File: config.mk
export PLATFORM = sky130hd
export DESIGN_NAME = vrag_addr_pipe
export DESIGN_NICKNAME = d
export VERILOG_FILES = /design/src/rtl/core/vrag_pkg.sv /design/src/rtl/core/vrag_addr_pipe.sv
export SDC_FILE = /design/constraint.sdc
export NUM_CORES = 2
export LEC_CHECK = 0
export ABC_AREA = 1
export BUFFER_PORTS_ARGS = -buffer_cell sky130_fd_sc_hd__buf_2
export CELL_PAD_IN_SITES_DETAIL_PLACEMENT = 0
export CELL_PAD_IN_SITES_GLOBAL_PLACEMENT = 1
export CORE_ASPECT_RATIO = 0.5
export CORE_MARGIN = 5
export CORE_UTILIZATION = 54
export CTS_BUF_LIST = sky130_fd_sc_hd__clkbuf_8 sky130_fd_sc_hd__clkbuf_16
export CTS_CLUSTER_DIAMETER = 80
export CTS_CLUSTER_SIZE = 8
export DETAILED_ROUTE_END_ITERATION = 10
export PLACE_DENSITY = 0.91
export SLEW_MARGIN = 25
export SYNTH_ARGS = -nofsm -noshare
export SYNTH_HDL_FRONTEND = slang
export SYNTH_SLANG_ARGS = --single-unit
export TNS_END_PERCENT = 5
File: constraint.sdc
create_clock -name clk -period 26.8 [get_ports clk]
set_input_delay 5.36 -clock clk [delete_from_list [all_inputs] [get_ports clk]]
set_output_delay 5.36 -clock clk [all_outputs]
set_load 0.03 [all_outputs]
File: src/rtl/core/vrag_pkg.sv
// ----------------------------------------------------------------------------
// vrag_pkg
// Shared types and constants for the volume reorientation address generator.
// ----------------------------------------------------------------------------
package vrag_pkg;

  localparam int LEN_BITS_DEF   = 12;  // counter width, lengths up to 1 << LEN_BITS
  localparam int NUM_AXES       = 4;
  localparam int CFG_LEN_W      = 13;
  localparam int CFG_DATA_W     = 13;
  localparam int CFG_IDX_W      = 3;
  localparam int SRC_W          = 52;
  localparam int DST_W          = 50;
  localparam int DST_BYTES_LOG2 = 2;

  localparam logic [2:0] SRC_LOG2_MAX = 3'd4;

  // register reset values
  localparam logic [CFG_LEN_W-1:0] LEN_RST   = 13'd1;
  localparam logic [7:0]           ORDER_RST = 8'd228;  // identity order
  localparam logic [3:0]           FLIP_RST  = 4'd0;
  localparam logic [2:0]           SLOG_RST  = 3'd2;

  typedef enum logic [CFG_IDX_W-1:0] {
    CFG_LEN_X    = 3'd0,
    CFG_LEN_Y    = 3'd1,
    CFG_LEN_Z    = 3'd2,
    CFG_LEN_T    = 3'd3,
    CFG_ORDER    = 3'd4,
    CFG_FLIP     = 3'd5,
    CFG_SRC_LOG2 = 3'd6
  } cfg_idx_t;

  typedef struct packed {
    logic [NUM_AXES-1:0][CFG_LEN_W-1:0] len;
    logic [7:0]                         axis_order;
    logic [3:0]                         flip_mask;
    logic [2:0]                         src_log2;
  } cfg_regs_t;

endpackage

File: src/rtl/core/vrag_addr_pipe.sv
// ----------------------------------------------------------------------------
// vrag_addr_pipe
// Three-stage multiply-accumulate pipeline for source and destination offsets.
// ----------------------------------------------------------------------------
module vrag_addr_pipe #(
  parameter int LEN_BITS = vrag_pkg::LEN_BITS_DEF
) (
  input  logic                                          clk,
  input  logic                                          rst_n,
  input  logic                                          in_valid,
  output logic                                          in_ready,
  input  logic [vrag_pkg::NUM_AXES-1:0][LEN_BITS-1:0]   c_in,
  input  logic [vrag_pkg::NUM_AXES-1:0][LEN_BITS-1:0]   d_in,
  input  logic                                          last_in,
  input  logic [vrag_pkg::NUM_AXES-1:0][LEN_BITS:0]     len_eff,
  input  logic [vrag_pkg::NUM_AXES-1:0][LEN_BITS:0]     tlen,
  input  logic [2:0]                                    src_shift,
  output logic                                          out_valid,
  input  logic                                          out_ready,
  output logic [vrag_pkg::SRC_W-1:0]                    src_off,
  output logic [vrag_pkg::DST_W-1:0]                    dst_off,
  output logic                                          last
);
  import vrag_pkg::*;

  localparam int W2 = 2 * LEN_BITS;
  localparam int W3 = 3 * LEN_BITS;
  localparam int W4 = 4 * LEN_BITS;

  // stage 1: captured coordinates
  logic                              v1_r, l1_r;
  logic [NUM_AXES-1:0][LEN_BITS-1:0] c1_r, d1_r;
  // stage 2: innermost product
  logic                              v2_r, l2_r;
  logic [W2-1:0]                     ps2_r, pd2_r;
  logic [1:0][LEN_BITS-1:0]          c2_r, d2_r;
  // stage 3: middle product
  logic                              v3_r, l3_r;
  logic [W3-1:0]                     ps3_r, pd3_r;
  logic [LEN_BITS-1:0]               c3_r, d3_r;
  // output register
  logic                              out_valid_r, last_r;
  logic [SRC_W-1:0]                  src_r;
  logic [DST_W-1:0]                  dst_r;

  logic rdy_out, rdy3, rdy2, rdy1;
  logic [W2-1:0] ps2_nxt, pd2_nxt;
  logic [W3-1:0] ps3_nxt, pd3_nxt;
  logic [W4-1:0] slin, dlin;

  assign rdy_out  = !out_valid_r || out_ready;
  assign rdy3     = !v3_r || rdy_out;
  assign rdy2     = !v2_r || rdy3;
  assign rdy1     = !v1_r || rdy2;
  assign in_ready = rdy1;

  assign ps2_nxt = W2'(len_eff[2]) * W2'(c1_r[3]) + W2'(c1_r[2]);
  assign pd2_nxt = W2'(tlen[2]) * W2'(d1_r[3]) + W2'(d1_r[2]);
  assign ps3_nxt = W3'(len_eff[1]) * W3'(ps2_r) + W3'(c2_r[1]);
  assign pd3_nxt = W3'(tlen[1]) * W3'(pd2_r) + W3'(d2_r[1]);
  assign slin    = W4'(len_eff[0]) * W4'(ps3_r) + W4'(c3_r);
  assign dlin    = W4'(tlen[0]) * W4'(pd3_r) + W4'(d3_r);

  always_ff @(posedge clk) begin
    if (!rst_n) begin
      v1_r        <= 1'b0;
      v2_r        <= 1'b0;
      v3_r        <= 1'b0;
      out_valid_r <= 1'b0;
    end else begin
      if (rdy1)    v1_r        <= in_valid;
      if (rdy2)    v2_r        <= v1_r;
      if (rdy3)    v3_r        <= v2_r;
      if (rdy_out) out_valid_r <= v3_r;
    end
  end

  always_ff @(posedge clk) begin
    if (rdy1) begin
      c1_r <= c_in;
      d1_r <= d_in;
      l1_r <= last_in;
    end
    if (rdy2) begin
      ps2_r <= ps2_nxt;
      pd2_r <= pd2_nxt;
      c2_r  <= {c1_r[1], c1_r[0]};
      d2_r  <= {d1_r[1], d1_r[0]};
      l2_r  <= l1_r;
    end
    if (rdy3) begin
      ps3_r <= ps3_nxt;
      pd3_r <= pd3_nxt;
      c3_r  <= c2_r[0];
      d3_r  <= d2_r[0];
      l3_r  <= l2_r;
    end
    if (rdy_out) begin
      src_r  <= SRC_W'(slin) << src_shift;
      dst_r  <= DST_W'(dlin) << DST_BYTES_LOG2;
      last_r <= l3_r;
    end
  end

  assign out_valid = out_valid_r;
  assign src_off   = src_r;
  assign dst_off   = dst_r;
  assign last      = last_r;

  a_fill_out: assert property (@(posedge clk) disable iff (!rst_n)
    v3_r && rdy_out |=> out_valid_r)
    else $error("stage 3 word lost on the way to output");

  a_drain_out: assert property (@(posedge clk) disable iff (!rst_n)
    out_valid_r && out_ready && !v3_r |=> !out_valid_r)
    else $error("output word repeated after being taken");

  a_take_in: assert property (@(posedge clk) disable iff (!rst_n)
    in_valid && in_ready |=> v1_r)
    else $error("accepted word not captured in stage 1");

endmodule

==> flow_metrics.py <==
metrics = {
    "clock_network": {
        "root_buffer": "clkbuf_16",
        "cts_tree": "yes",
        "cts_buffer_depth": 3,
        "postCtsHoldBufs": 0,
        "cts.sink_count": 396,
        "cts.reportedPaths.clkPinSlew_ns": 0.06,
        "postCtsSetupBuffers": 0,
        "cts-resized-gates": 0,
        "htree_levels": 2,
        "clock_latency_ns": 0.69,
        "cts_inserted_buffers": 58,
    },
    "synth": {
        "synth_top_area_share": 0.3832,
        "yosys_warnings": 0,
        "syn_area_um2": 78360,
        "ys_top_cells_by_area": "fa_1 (38%), edfxtp_1 (15%), nand2_1 (13%)",
        "synth_cell_types": 59,
        "postSynthCellCount": 9462,
        "async_flop_share": 0,
        "synth_seq_cells": 396,
        "synth_flop_cell": "edfxtp_1",
        "synth_area_leader_cell": "fa_1",
        "synth_edf_count": 392,
        "synth.avg_cell_area_um2": 8.281,
        "ys_seq_area_frac": 0.1512,
    },
    "timing": {
        "rsz0062_at_grt": "false",
        "finalSetupViolations": 0,
        "tightestPinTransition_ns": 1.014,
        "hold_viol_final": 0,
        "finalCritPeriodShare": 0.4698,
        "fmax_ghz": 0.07943,
        "slew_headroom": 0.3241,
        "min_period_ns": 12.59,
        "slew_violations": 0,
        "clock_skew_ns": 0.05549,
        "worst_hold_slack_ns": 0.4097,
        "tns_ns": 0,
    },
    "detailed_routing": {
        "drt_wl_total_um": 196500,
        "vias": 58850,
        "viasPerCell": 5.169,
        "ant_nets": 0,
        "drtIter0Drc": 4039,
        "dr.pass1.iters": 6,
        "wl_per_cell_um": 17.26,
        "drcViolationCount": 0,
    },
    "global_routing": {
        "overflow": 0,
        "grt_pass1_vias": 60710,
        "grt_pass1_wl_um": 322100,
        "grt_max_degree": 91,
        "antenna_found_initial": 15,
        "grt_util_all_layers": 0.2617,
    },
    "critical_path": {
        "start_kind": "primary input",
        "path_class": "primary input to primary output",
        "crit_start": "out_ready",
        "r2r_cells": 24,
        "worstReg2RegStart": "ps3_r[35]",
        "endpoint_kind": "primary output",
        "cp_max_fo": 56,
        "required_ns": 21.44,
        "crit_path_end": "in_ready",
        "arrival_ns": 7.23,
        "r2r_end": "src_off[48]",
        "reg2reg_slack_ns": 20.49,
    },
    "finish": {
        "final_common_cell": "nand2_1",
        "syn_to_final_growth_pct": 5.253,
        "layout-drive-gt1-share": 0.04759,
        "final_cell_mix": "nand2_1 (2714), inv_1 (2586), fa_1 (1500)",
        "nets": 11790,
    },
    "hold_path": {
        "hold_class": "flop to flop",
        "holdPathStages": 0,
    },
    "floorplan": {
        "die-area_um2": 153300,
        "num_rows": 98,
        "initial_utilization": 0.5462,
        "io_pins": 313,
        "die_h_um": 279.4,
        "fp.dieW_um": 548.7,
        "design.core.area_um2": 143500,
    },
    "outcome": {
        "status": "complete, no violations",
    },
    "run": {
        "cap_violations": 0,
    },
    "place": {
        "dp.final_hpwl_um": 158000,
        "place.gp.congestion": 0.9255,
        "portBuffers": 284,
    },
}
[registers in the layout (all words and copies together), names as in the netlist, 12 cells and up]
name	cells
d2_r	24
dst_off	48
c1_r	48
c3_r	12
pd2_r	24
pd3_r	36
d1_r	48
ps2_r	24
c2_r	24
d3_r	12
ps3_r	36
src_off	52
[layout make-up]
class,count,area (um2)
timing repair buffer,296,1515
antenna,9,22.52
inverter,2590,9729
fill,13130,60990
multi-input combinational,6116,55400
clock inverter,21,123.9
tap,1900,2377
clock buffer,58,1451
sequential,396,11850
[metal layers]
layer,GRT usage,vias to the layer above,share of wire,wire length (um)
met5,0,-,0.00031,61
met4,0.04714,8,0.018,3440
met3,0.05170,233,0.087,17160
met2,0.4160,2042,0.45,89280
met1,0.3796,29070,0.44,86590
li1,-,27500,-,-
[Yosys cell counts (39+ instances only)]
master       n
o21ai_0     83
buf_1       39
nor2_1     231
edfxtp_1   392
inv_1     2576
nand2_1   2715
a21oi_1    188
clkbuf_1   296
xor2_1     115
ha_1       620
nand3_1    307
fa_1      1500
xnor2_1     62
[kinds of logic (layout without fill, tap and decap cells)]
family	Yosys count	after routing	share of synthesized area
AND/OR/NAND/NOR	3398	3398	0.1735
buffers and inverters	2951	2965	0.1418
other	1	11	0.00004786
XOR/XNOR	177	177	0.01978
flip-flops	396	396	0.1512
AO/OA/AOI/OAI	415	415	0.03088
multiplexers	4	4	0.0005110
adder cells (fa/ha/maj)	2120	2120	0.4822
[how the worst min path moves through the flow]
stage                        start        to
after floorplan            c1_r[0]   c2_r[0]
after global placement        l3_r      last
after detailed placement   d1_r[4]   d2_r[4]
after CTS                 d2_r[10]  d3_r[10]
after global routing       d2_r[1]   d3_r[1]
final                     d2_r[10]  d3_r[10]
[per-stage QoR]
step	area [um2]	worst slack (ns)	util	instances
finish	82470	14.21	0.5749	11390
global route	82460	14.01	0.5748	11380
CTS	82450	14.09	0.5747	11380
detailed placement	80870	14.10	0.5637	11300
global placement	80870	14.15	0.5637	11300
floorplan	78360	9.418	-	9463
[critical path, stage by stage]
cell,delay (ns)
buf_2,0.09
nor2_1,0.18
inv_4,0.13
nor2_1,0.19
inv_4,0.25
nor2_1,0.42
nand2_4,0.28
buf_2,0.28
Power is left out: the tool's default activity adds up to more than one toggle a clock period on the data nets, which glitch-free logic cannot reach.
