--- src/rtl/core/vrag_pkg.sv ---
// ----------------------------------------------------------------------------
// vrag_pkg
// Shared types and constants for the volume reorientation address generator.
// ----------------------------------------------------------------------------
package vrag_pkg;

  localparam int LEN_BITS_DEF   = 12;  // counter width, lengths up to 1 << LEN_BITS
  localparam int NUM_AXES       = 4;
  localparam int CFG_LEN_W      = 13;
  localparam int CFG_DATA_W     = 13;
  localparam int CFG_IDX_W      = 3;
  localparam int SRC_W          = 52;
  localparam int DST_W          = 50;
  localparam int DST_BYTES_LOG2 = 2;

  localparam logic [2:0] SRC_LOG2_MAX = 3'd4;

  // register reset values
  localparam logic [CFG_LEN_W-1:0] LEN_RST   = 13'd1;
  localparam logic [7:0]           ORDER_RST = 8'd228;  // identity order
  localparam logic [3:0]           FLIP_RST  = 4'd0;
  localparam logic [2:0]           SLOG_RST  = 3'd2;

  typedef enum logic [CFG_IDX_W-1:0] {
    CFG_LEN_X    = 3'd0,
    CFG_LEN_Y    = 3'd1,
    CFG_LEN_Z    = 3'd2,
    CFG_LEN_T    = 3'd3,
    CFG_ORDER    = 3'd4,
    CFG_FLIP     = 3'd5,
    CFG_SRC_LOG2 = 3'd6
  } cfg_idx_t;

  typedef struct packed {
    logic [NUM_AXES-1:0][CFG_LEN_W-1:0] len;
    logic [7:0]                         axis_order;
    logic [3:0]                         flip_mask;
    logic [2:0]                         src_log2;
  } cfg_regs_t;

endpackage

--- src/rtl/core/vrag_cfg.sv ---
// ----------------------------------------------------------------------------
// vrag_cfg
// Configuration register file plus derived lengths, permuted lengths and shift.
// ----------------------------------------------------------------------------
module vrag_cfg #(
  parameter int LEN_BITS = vrag_pkg::LEN_BITS_DEF
) (
  input  logic                                        clk,
  input  logic                                        rst_n,
  input  logic                                        cfg_we,
  input  logic [vrag_pkg::CFG_IDX_W-1:0]              cfg_index,
  input  logic [vrag_pkg::CFG_DATA_W-1:0]             cfg_wdata,
  output vrag_pkg::cfg_regs_t                         regs,
  output logic [vrag_pkg::NUM_AXES-1:0][LEN_BITS:0]   len_eff,
  output logic [vrag_pkg::NUM_AXES-1:0][LEN_BITS:0]   tlen,
  output logic [2:0]                                  src_shift
);
  import vrag_pkg::*;

  localparam int unsigned        MAX_LEN   = 32'd1 << LEN_BITS;
  localparam logic [LEN_BITS:0]  MAX_LEN_V = (LEN_BITS+1)'(MAX_LEN);
  localparam logic [LEN_BITS:0]  ONE_LEN   = (LEN_BITS+1)'(1);

  cfg_regs_t regs_r, regs_nxt;

  always_comb begin
    regs_nxt = regs_r;
    if (cfg_we) begin
      unique case (cfg_idx_t'(cfg_index))
        CFG_LEN_X:    regs_nxt.len[0]     = cfg_wdata[CFG_LEN_W-1:0];
        CFG_LEN_Y:    regs_nxt.len[1]     = cfg_wdata[CFG_LEN_W-1:0];
        CFG_LEN_Z:    regs_nxt.len[2]     = cfg_wdata[CFG_LEN_W-1:0];
        CFG_LEN_T:    regs_nxt.len[3]     = cfg_wdata[CFG_LEN_W-1:0];
        CFG_ORDER:    regs_nxt.axis_order = cfg_wdata[7:0];
        CFG_FLIP:     regs_nxt.flip_mask  = cfg_wdata[3:0];
        CFG_SRC_LOG2: regs_nxt.src_log2   = cfg_wdata[2:0];
        default:      regs_nxt = regs_r;  // unmapped index
      endcase
    end
  end

  always_ff @(posedge clk) begin
    if (!rst_n) begin
      regs_r.len        <= {NUM_AXES{LEN_RST}};
      regs_r.axis_order <= ORDER_RST;
      regs_r.flip_mask  <= FLIP_RST;
      regs_r.src_log2   <= SLOG_RST;
    end else begin
      regs_r <= regs_nxt;
    end
  end

  assign regs = regs_r;

  // length saturated to 1 .. 1 << LEN_BITS
  always_comb begin
    for (int i = 0; i < NUM_AXES; i++) begin
      if (regs_r.len[i] == '0) begin
        len_eff[i] = ONE_LEN;
      end else if (32'(regs_r.len[i]) > MAX_LEN) begin
        len_eff[i] = MAX_LEN_V;
      end else begin
        len_eff[i] = (LEN_BITS+1)'(32'(regs_r.len[i]));
      end
    end
  end

  // output-axis lengths: highest input axis mapped there wins
  always_comb begin
    tlen = {NUM_AXES{ONE_LEN}};
    for (int i = 0; i < NUM_AXES; i++) begin
      tlen[regs_r.axis_order[2*i +: 2]] = len_eff[i];
    end
  end

  assign src_shift = (regs_r.src_log2 > SRC_LOG2_MAX) ? SRC_LOG2_MAX : regs_r.src_log2;

endmodule

--- config.mk ---
export PLATFORM = sky130hd
export DESIGN_NAME = vrag_cfg
export DESIGN_NICKNAME = d
export VERILOG_FILES = /design/src/rtl/core/vrag_pkg.sv /design/src/rtl/core/vrag_cfg.sv
export SDC_FILE = /design/constraint.sdc
export NUM_CORES = 1
export LEC_CHECK = 0
export BUFFER_PORTS_ARGS = -buffer_cell sky130_fd_sc_hd__clkbuf_2
export CORE_ASPECT_RATIO = 1.25
export CORE_MARGIN = 2
export CORE_UTILIZATION = 49
export CTS_CLUSTER_SIZE = 25
export DETAILED_ROUTE_END_ITERATION = 12
export PLACE_DENSITY = 0.82
export SYNTH_ARGS = -nofsm -noshare
export SYNTH_HDL_FRONTEND = slang
export SYNTH_SLANG_ARGS = --single-unit
export TNS_END_PERCENT = 1
--- constraint.sdc ---
create_clock -name clk -period 2.85 [get_ports clk]
set_clock_uncertainty 0.2 [all_clocks]
set_input_delay 0.57 -clock clk [delete_from_list [all_inputs] [get_ports clk]]
set_output_delay 0.57 -clock clk [all_outputs]
set_load 0.02 [all_outputs]
==> results of run 1 <==
-- power by group through the flow --
| stage | clock network, mW | logic [mW] | registers (mW) |
|---|---|---|---|
| global placement | 0 | 0.449 | 1.01 |
| finish | 1.22 | 0.464 | 0.992 |
| detailed placement | 0 | 0.453 | 1.01 |
| global route | 1.27 | 0.495 | 0.993 |
| floorplan | 0 | 0.264 | 1.02 |
| CTS | 1.23 | 0.457 | 0.989 |
-- repair_timing --
| item | in CTS | in global routing |
|---|---|---|
| setup endpoints to repair | 13 | 42 |
| setup buffers | 0 | 1 |
| gates resized for setup | 2 | 12 |
-- Yosys cell counts (6+ instances only) --
| library cell | instances |
|---|---|
| sky130_fd_sc_hd__a21boi_0 | 50 |
| sky130_fd_sc_hd__a221oi_1 | 10 |
| sky130_fd_sc_hd__a311oi_1 | 6 |
| sky130_fd_sc_hd__buf_2 | 18 |
| sky130_fd_sc_hd__clkbuf_1 | 33 |
| sky130_fd_sc_hd__dfxtp_1 | 67 |
| sky130_fd_sc_hd__inv_1 | 41 |
| sky130_fd_sc_hd__mux2i_1 | 7 |
| sky130_fd_sc_hd__nand2_1 | 139 |
| sky130_fd_sc_hd__nand2b_1 | 29 |
| sky130_fd_sc_hd__nand3_1 | 14 |
| sky130_fd_sc_hd__nor2_1 | 14 |
| sky130_fd_sc_hd__nor2b_1 | 19 |
| sky130_fd_sc_hd__nor4_1 | 10 |
| sky130_fd_sc_hd__o211ai_1 | 37 |
| sky130_fd_sc_hd__o21ai_0 | 35 |
| sky130_fd_sc_hd__o21ai_1 | 8 |
| sky130_fd_sc_hd__o221ai_1 | 34 |
-- routing by layer --
layer / vias to the layer above / track usage (%) / wire length (um)
met4: 0 / 23.0 / 1140
met5: - / 0 / 0
met2: 402 / 63.7 / 9240
li1: 2615 / - / -
met1: 2670 / 45.5 / 7200
met3: 79 / 6.50 / 1740
-- final timing paths --
check | from | end | slack (ns)
setup reg to reg | regs[8] | regs[8] | 1.71
hold reg to reg | regs[17] | regs[17] | 0.31
hold / removal | regs[17] | regs[17] | 0.31
setup / recovery | regs[53] | tlen[40] | 0.04
-- tightest hold or removal path, stage by stage, from the launching register on --
cell and delay [ns]:
sky130_fd_sc_hd__dfxtp_1 0.33, sky130_fd_sc_hd__nand2_1 0.06, sky130_fd_sc_hd__a21boi_0 0.06
-- per-stage QoR --
stage	util (%)	area, um2	setup WS [ns]	cells
after global placement	62.2	5640	0.277	922
after detailed placement	62.2	5640	0.260	922
after floorplan	-	4550	0.122	633
after CTS	65.8	5970	0.00629	935
after global routing	66.2	6000	-0.0206	936
final	66.2	6000	0.0428	936
-- cells by family (layout without fill, tap and decap cells) --
group	Yosys count	after routing	share of synthesized area (%)
AO/OA/AOI/OAI	208	208	33.6
buffers and inverters	96	276	8.61
flip-flops	67	67	29.5
multiplexers	7	7	1.54
AND/OR/NAND/NOR	255	255	26.7
-- area by class of cell --
| class | instances | area, um2 | share of cell area, % |
|---|---|---|---|
| Multi-Input combinational cell | 470 | 2840 | 47.3 |
| Sequential cell | 67 | 1350 | 22.5 |
| Timing Repair Buffer | 222 | 1190 | 19.8 |
| Clock buffer | 10 | 229 | 3.81 |
| Inverter | 41 | 154 | 2.56 |
| Tap cell | 123 | 154 | 2.56 |
| Clock inverter | 3 | 90.1 | 1.50 |
==> out/summary.md, run 1 <==
Final max-slew violation count: 0. For the total power, the log shows 2.68 mW. In this run the static leakage power is 2.87 nW. Type of the worst setup path: reg -> out. The arrival time at the worst endpoint was 2.04 ns; the via density per instance was 6.16. The internal power of the cells totals 1.95 mW. Number of antenna violations at the first check in global routing: 0. The worst-margin pin slew is 1.10 ns, and the synthesized instance count is 633. The family with the most delay on the worst path was simple AND/OR/NAND/NOR gates. Counting buffers and inverters, the worst setup path is 5 cells deep. The worst hold slack is 0.308 ns. Net switching is 27.0% of the power. The number of nets with antenna violations after detailed routing is 0, and the count of final setup violators is 0. The number of flip-flops and latches in the synthesized netlist came out at 67. The run gives 15000 um as the post-detailed-placement half-perimeter wirelength. The tools report the root buffer cell as sky130_fd_sc_hd__clkbuf_16.

The max-cap violation count is 0. The top cell types in the final layout, fill and taps aside, are sky130_fd_sc_hd__clkbuf_2, sky130_fd_sc_hd__nand2_1, sky130_fd_sc_hd__dfxtp_1. In the post-synthesis netlist, the biggest area contributors are sky130_fd_sc_hd__dfxtp_1, sky130_fd_sc_hd__nand2_1, sky130_fd_sc_hd__a21boi_0.

Clock-pin slew was measured on the worst setup and hold paths at 0.05 ns. The share of total power dissipated in combinational logic is 17.3%. The number of different library cells in the post-synthesis netlist was 46. The run gives 10100 um2 as the area enclosed by the die boundary. The number of warnings printed during yosys synthesis came out at 0. The slowest stage of the critical path belongs to the cell sky130_fd_sc_hd__nor2b_1. The kind of capture point of the worst setup path was an output port.

For the floorplan row count, the log shows 39. TritonCTS built the clock tree. Counting cells, the worst reg-to-reg path comes to 3. Sequential fraction of design power: 37.1%. The total wire length is 19300 um.

Along the worst path, the maximum fanout reaches 11. The clock drives 67 sinks. Of all cell types, the one taking the most synthesized area is sky130_fd_sc_hd__dfxtp_1. Cells with a size suffix above 1 make up 31.7% of the layout. For this design the ratio of total power to cell area is 446 nW/um2.

The floorplan step set the die height to 112 um. The proportion of netlist area held by the largest area contributor works out to 29.5%. Derived from the worst setup path, the maximum achievable clock frequency is 356 MHz. Largest net degree at the start of global routing: 68. The tools report the area of the core as 9080 um2. The run finished with clean final reports.

The tools report the total negative setup slack as 0 ns. Once the floorplan was initialized, standard cells occupied 50.1% of the core. In the finished design, the share of the clock period the worst path needs comes to 98.5%. In this run, CTS created clock tree buffers numbering 9. The final critical path time including I/O delays and setup was 2.81 ns; the number of buffer and inverter stages on the critical path was 1. Traced cell by cell, the critical path runs through nor2b_1 > a2bb2oi_1 > or2_2 > o221ai_1 > clkbuf_2. The worst hold path passes through 2 cells.

The starting DRC count in detailed routing is 432, and the data required time at the worst endpoint is 2.08 ns. STA classifies the critical path startpoint as a flip-flop. The synthesized design contains 0 enable-type register cells. Before antenna repair, the detailed router went through 5 iterations. The number of hold buffers added after cts is 0.

For the detailed-route via count, the log shows 5766. The first global-routing pass estimated 30500 um of wire. Most common library cell in the layout ignoring fill and taps: sky130_fd_sc_hd__clkbuf_2.

The final hold violation count was 0. Setup repair after global routing could not meet its margin everywhere. The DRC violation count after routing was 0. The repair_antennas step left the layout with diodes totalling 0. IR analysis of the VDD net gives a maximum drop of 0.511 mV. The average wire per standard cell came out at 20.6 um.

Global routing finished with a remaining overflow of 0. Counting along the longest clock path gives a buffer depth of 2. Counting flops with an async set or reset pin after synthesis yields a share of 0%. At the later pin of the worst-skew pair, clock insertion delay measures 0.33 ns. The clock network is responsible for 45.6% of the overall power.

Global routing consumed, over all layers together, 38.0% of the routing resources. The cell area after synthesis came out at 4550 um2. Headroom to the max-slew limit came out at 26.8%. During placement, the flow inserted port buffers numbering 192. The average instance in the mapped netlist occupies 7.19 um2.

The min-delay analysis places its worst path in the category reg -> reg. The number of global-route vias before repair was 5502; the width of the chip was 90.2 um. The switching power was 0.722 mW.

The largest single stage delay on the critical path is 0.52 ns. Pin placement for this block handled 193 I/O pins. Synthesis produced a netlist with a net count of 652.

Fill cells in the final layout number 809. From synthesis to final layout, the design area changed by 32.0%. Routability-driven placement finished with a final weighted congestion of 1.07. The register with the most flip-flops in the layout has 67 of them. The tools report the number of nets in the finished design as 830. Sequential cells were found to cover 29.5% of the synthesized design area.

The commonest register cell after synthesis was sky130_fd_sc_hd__dfxtp_1. The H-tree generated during clock tree synthesis spans 3 levels.
No activity file was read; power rests on OpenSTA's default activity.
==> run 2, diff against run 1 <==
--- a/config.mk
+++ b/config.mk
@@ -6,11 +6,13 @@
 export NUM_CORES = 1
 export LEC_CHECK = 0
 export BUFFER_PORTS_ARGS = -buffer_cell sky130_fd_sc_hd__clkbuf_2
+export CAP_MARGIN = 20
 export CORE_ASPECT_RATIO = 1.25
 export CORE_MARGIN = 2
 export CORE_UTILIZATION = 49
 export CTS_CLUSTER_SIZE = 25
 export DETAILED_ROUTE_END_ITERATION = 12
+export MAX_ROUTING_LAYER = met4
 export PLACE_DENSITY = 0.82
 export SYNTH_ARGS = -nofsm -noshare
 export SYNTH_HDL_FRONTEND = slang
==> run 2 against run 1 <==
First-iteration DRC count is 34% higher. Critical path depth stayed put. Final area is 0.33% higher. Hold slack worse by 0.012 ns. Critical path type unchanged. Maximum frequency is 0.55% higher. Sequential cell count stayed put. Power is 3.6% lower. Count of clock-buffer cells in the layout is 3 higher. Sequential share of layout area is 0.054 points lower.
==> out/summary.md, run 2 (synthesized netlist as in run 1, its figures left out) <==
The run finished with clean final reports. The final hold violation count is 0 (unchanged), and the arrival time at the worst endpoint is 2.02 ns (-0.02 ns). The tools report the static leakage as 2.89 nW (+0.70%). The proportion of layout cells with a drive suffix above 1 came out at 32.3% (+0.54 points).

The tools report the count of final setup violators as 0 (unchanged). TritonCTS built the clock tree. The depth of the worst hold-timing path came out at 2 (unchanged). In this run the most critical hold path is launched from regs[28].

The tools report the highest clock frequency the design can meet as 358 MHz (+0.55%). Clock sink count: 67 (unchanged). The worst hold endpoint is regs[28].

The worst reg-to-reg setup slack is 1.48 ns (-0.23 ns). Clock tree buffer depth: 2 (unchanged). Relative to the synthesized area, the layout overhead comes to 32.5%.

Setup repair after global routing could not meet its margin everywhere. The post-detailed-placement half-perimeter wirelength came out at 15100 um (+0.76%). For the max-cap violation count, the log shows 0 (unchanged). The cell sitting at the root of the clock tree is a sky130_fd_sc_hd__clkbuf_16. The tools report the final weighted congestion of routability-driven global placement as 1.06 (-1.7%).

The worst setup path is captured at an output port. The average wire per standard cell is 21.2 um (+2.9%), and the data required time at the worst endpoint is 2.08 ns (about the same). The via density per instance is 6.24 (+1.2%), and the register clock-pin slew on the reported worst setup and hold paths is 0.05 ns (about the same). The floorplan row count came out at 39 (unchanged).

The DRC violation count after routing is 0 (unchanged). Critical register-to-register path startpoint: regs[53]. The number of clock buffers inserted by TritonCTS is 9 (unchanged). The type of the worst setup path was reg -> out. The path class of the lowest-slack min-delay path was reg -> reg. The area used by sequential logic in the layout came out at 1350 um2 (about the same). Total negative setup slack: 0 ns (unchanged). The starting DRC count in detailed routing came out at 577 (+34%). The latest clock arrival within the worst-skew pair is 0.33 ns (about the same). The worst setup margin was 0.0580 ns (+0.0152 ns); the number of nets with antenna violations after detailed routing was 0 (unchanged). The worst reg-to-reg path cell count came out at 3 (unchanged). The slowest stage cell on the critical path is sky130_fd_sc_hd__nor2b_1.

The tools report the worst hold slack as 0.296 ns (-0.0120 ns). Area enclosed by the die boundary: 10100 um2 (unchanged). The library cell used most frequently in the layout, excluding fill and tap cells, is sky130_fd_sc_hd__clkbuf_2.

The power density relative to cell area is 428 nW/um2 (-4.0%), and the total iterations of the first detailed-routing run is 7 (+2). The run gives 5504 (+0.036%) as the number of global-route vias before repair. The global routing usage summed across all routing layers came out at 39.8% (+1.8 points). The number of buffers inserted by port buffering was 192 (unchanged). For the starting utilization of the core area, the log shows 50.1% (unchanged). In the layout the commonest cells are sky130_fd_sc_hd__clkbuf_2, sky130_fd_sc_hd__nand2_1, sky130_fd_sc_hd__dfxtp_1.

Type of origin of the critical path: a flip-flop. For the area of the core, the log shows 9080 um2 (unchanged). The cell family contributing the most delay on the critical path is simple AND/OR/NAND/NOR gates. The number of antenna violations at the first check in global routing is 0 (unchanged). The signal on the critical path passes through nor2b_1 > a2bb2oi_1 > or2_2 > o221ai_1 > clkbuf_2. The worst register-to-register path ends at regs[53]. The total wire length is 20100 um (+3.8%). The delay of the slowest critical-path stage is 0.53 ns (about the same), and the wire length of the first global-routing pass is 30800 um (+1.0%). The placement-stage worst setup slack is 0.282 ns (+0.0219 ns). The largest fanout on the critical path works out to 12 (+1). The top-level port count came out at 193 (unchanged). The width of the chip was 90.2 um (unchanged); the final max-slew violation count was 0 (unchanged). The height of the die is 112 um (unchanged). The final critical path time including I/O delays and setup is 2.79 ns (-0.0152 ns). The number of buffer and inverter stages on the critical path works out to 1 (unchanged).

The logs give 5887 (+2.1%) for the detailed-route via count and 0.504 mV (-1.4%) for the maximum resistive drop on vdd. The final-layout fill cell count was 834 (+3.1%). Worst slew margin relative to its limit: 27.6% (+0.83 points).

The total grt overflow came out at 0 (unchanged). For the area of the multi-input gates, the log shows 2840 um2 (-0.22%). The CTS H-tree depth is 3 (unchanged), and the number of flip-flops in the largest register is 67 (unchanged). The largest net degree at the start of global routing is 68 (unchanged). The antenna diode instance count is 0 (unchanged), and the final worst-path cycle share is 98.0% (-0.53 points).

Number of nets in the finished design: 835 (+0.60%). The worst-margin pin slew works out to 1.09 ns (-0.0124 ns).
[run 2: per-stage QoR]
stage | util [%] | area [um2] | instances | total power [mW]
floorplan | - | 4550 | 633 | 1.29
detailed placement | 62.6 | 5680 | 927 | 1.46
CTS | 66.1 | 6000 | 943 | 2.58
finish | 66.4 | 6020 | 944 | 2.58
global route | 66.4 | 6020 | 944 | 2.64
global placement | 62.6 | 5680 | 927 | 1.46
[run 2: how the worst max path moves through the flow]
stage                     cells past startpoint       end      from  slack [ns]
final                                         5  tlen[40]  regs[53]        0.06
after global routing                          6  tlen[39]  regs[24]       -0.02
after CTS                                     5  tlen[41]  regs[40]        0.01
after detailed placement                      6   tlen[0]  regs[25]        0.28
after global placement                        6  tlen[39]  regs[24]        0.33
after floorplan                               5  tlen[20]  regs[40]        0.12
[run 2: where the power goes]
part,switching (mW),internal (mW),total [mW]
clock network,0.391,0.726,1.12
registers,0.0316,0.960,0.991
logic,0.314,0.156,0.470
[run 2: area by class of cell]
type	count	area share, %
Clock buffer	13	4.32
Clock inverter	3	0.768
Inverter	41	2.55
Multi-Input combinational cell	470	47.1
Sequential cell	67	22.4
Tap cell	123	2.55
Timing Repair Buffer	227	20.3
[run 2: timing repair]
action	CTS	global route
setup endpoints to repair	13	37
hold buffers	0	0
buffers inserted	0	1
endpoints found under the hold margin	0	0
pin swaps	0	0
gates resized for setup	3	10
[run 2: metal layers]
| layer | routed length (um) | global-route usage (%) |
|---|---|---|
| met1 | 7510 | 47.5 |
| met2 | 9500 | 64.2 |
| met3 | 1900 | 6.29 |
| met4 | 1150 | 21.7 |
| met5 | 0 | - |
[run 2: worst register-to-register path: cells and delay by family, from the launching register on]
family | cells | cell delay, ns
DFF | 1 | 0.62
buffers and inverters | 1 | 0.22
AOI/OAI and AO/OA | 1 | 0.19
and+or+nand+nor | 1 | 0.05
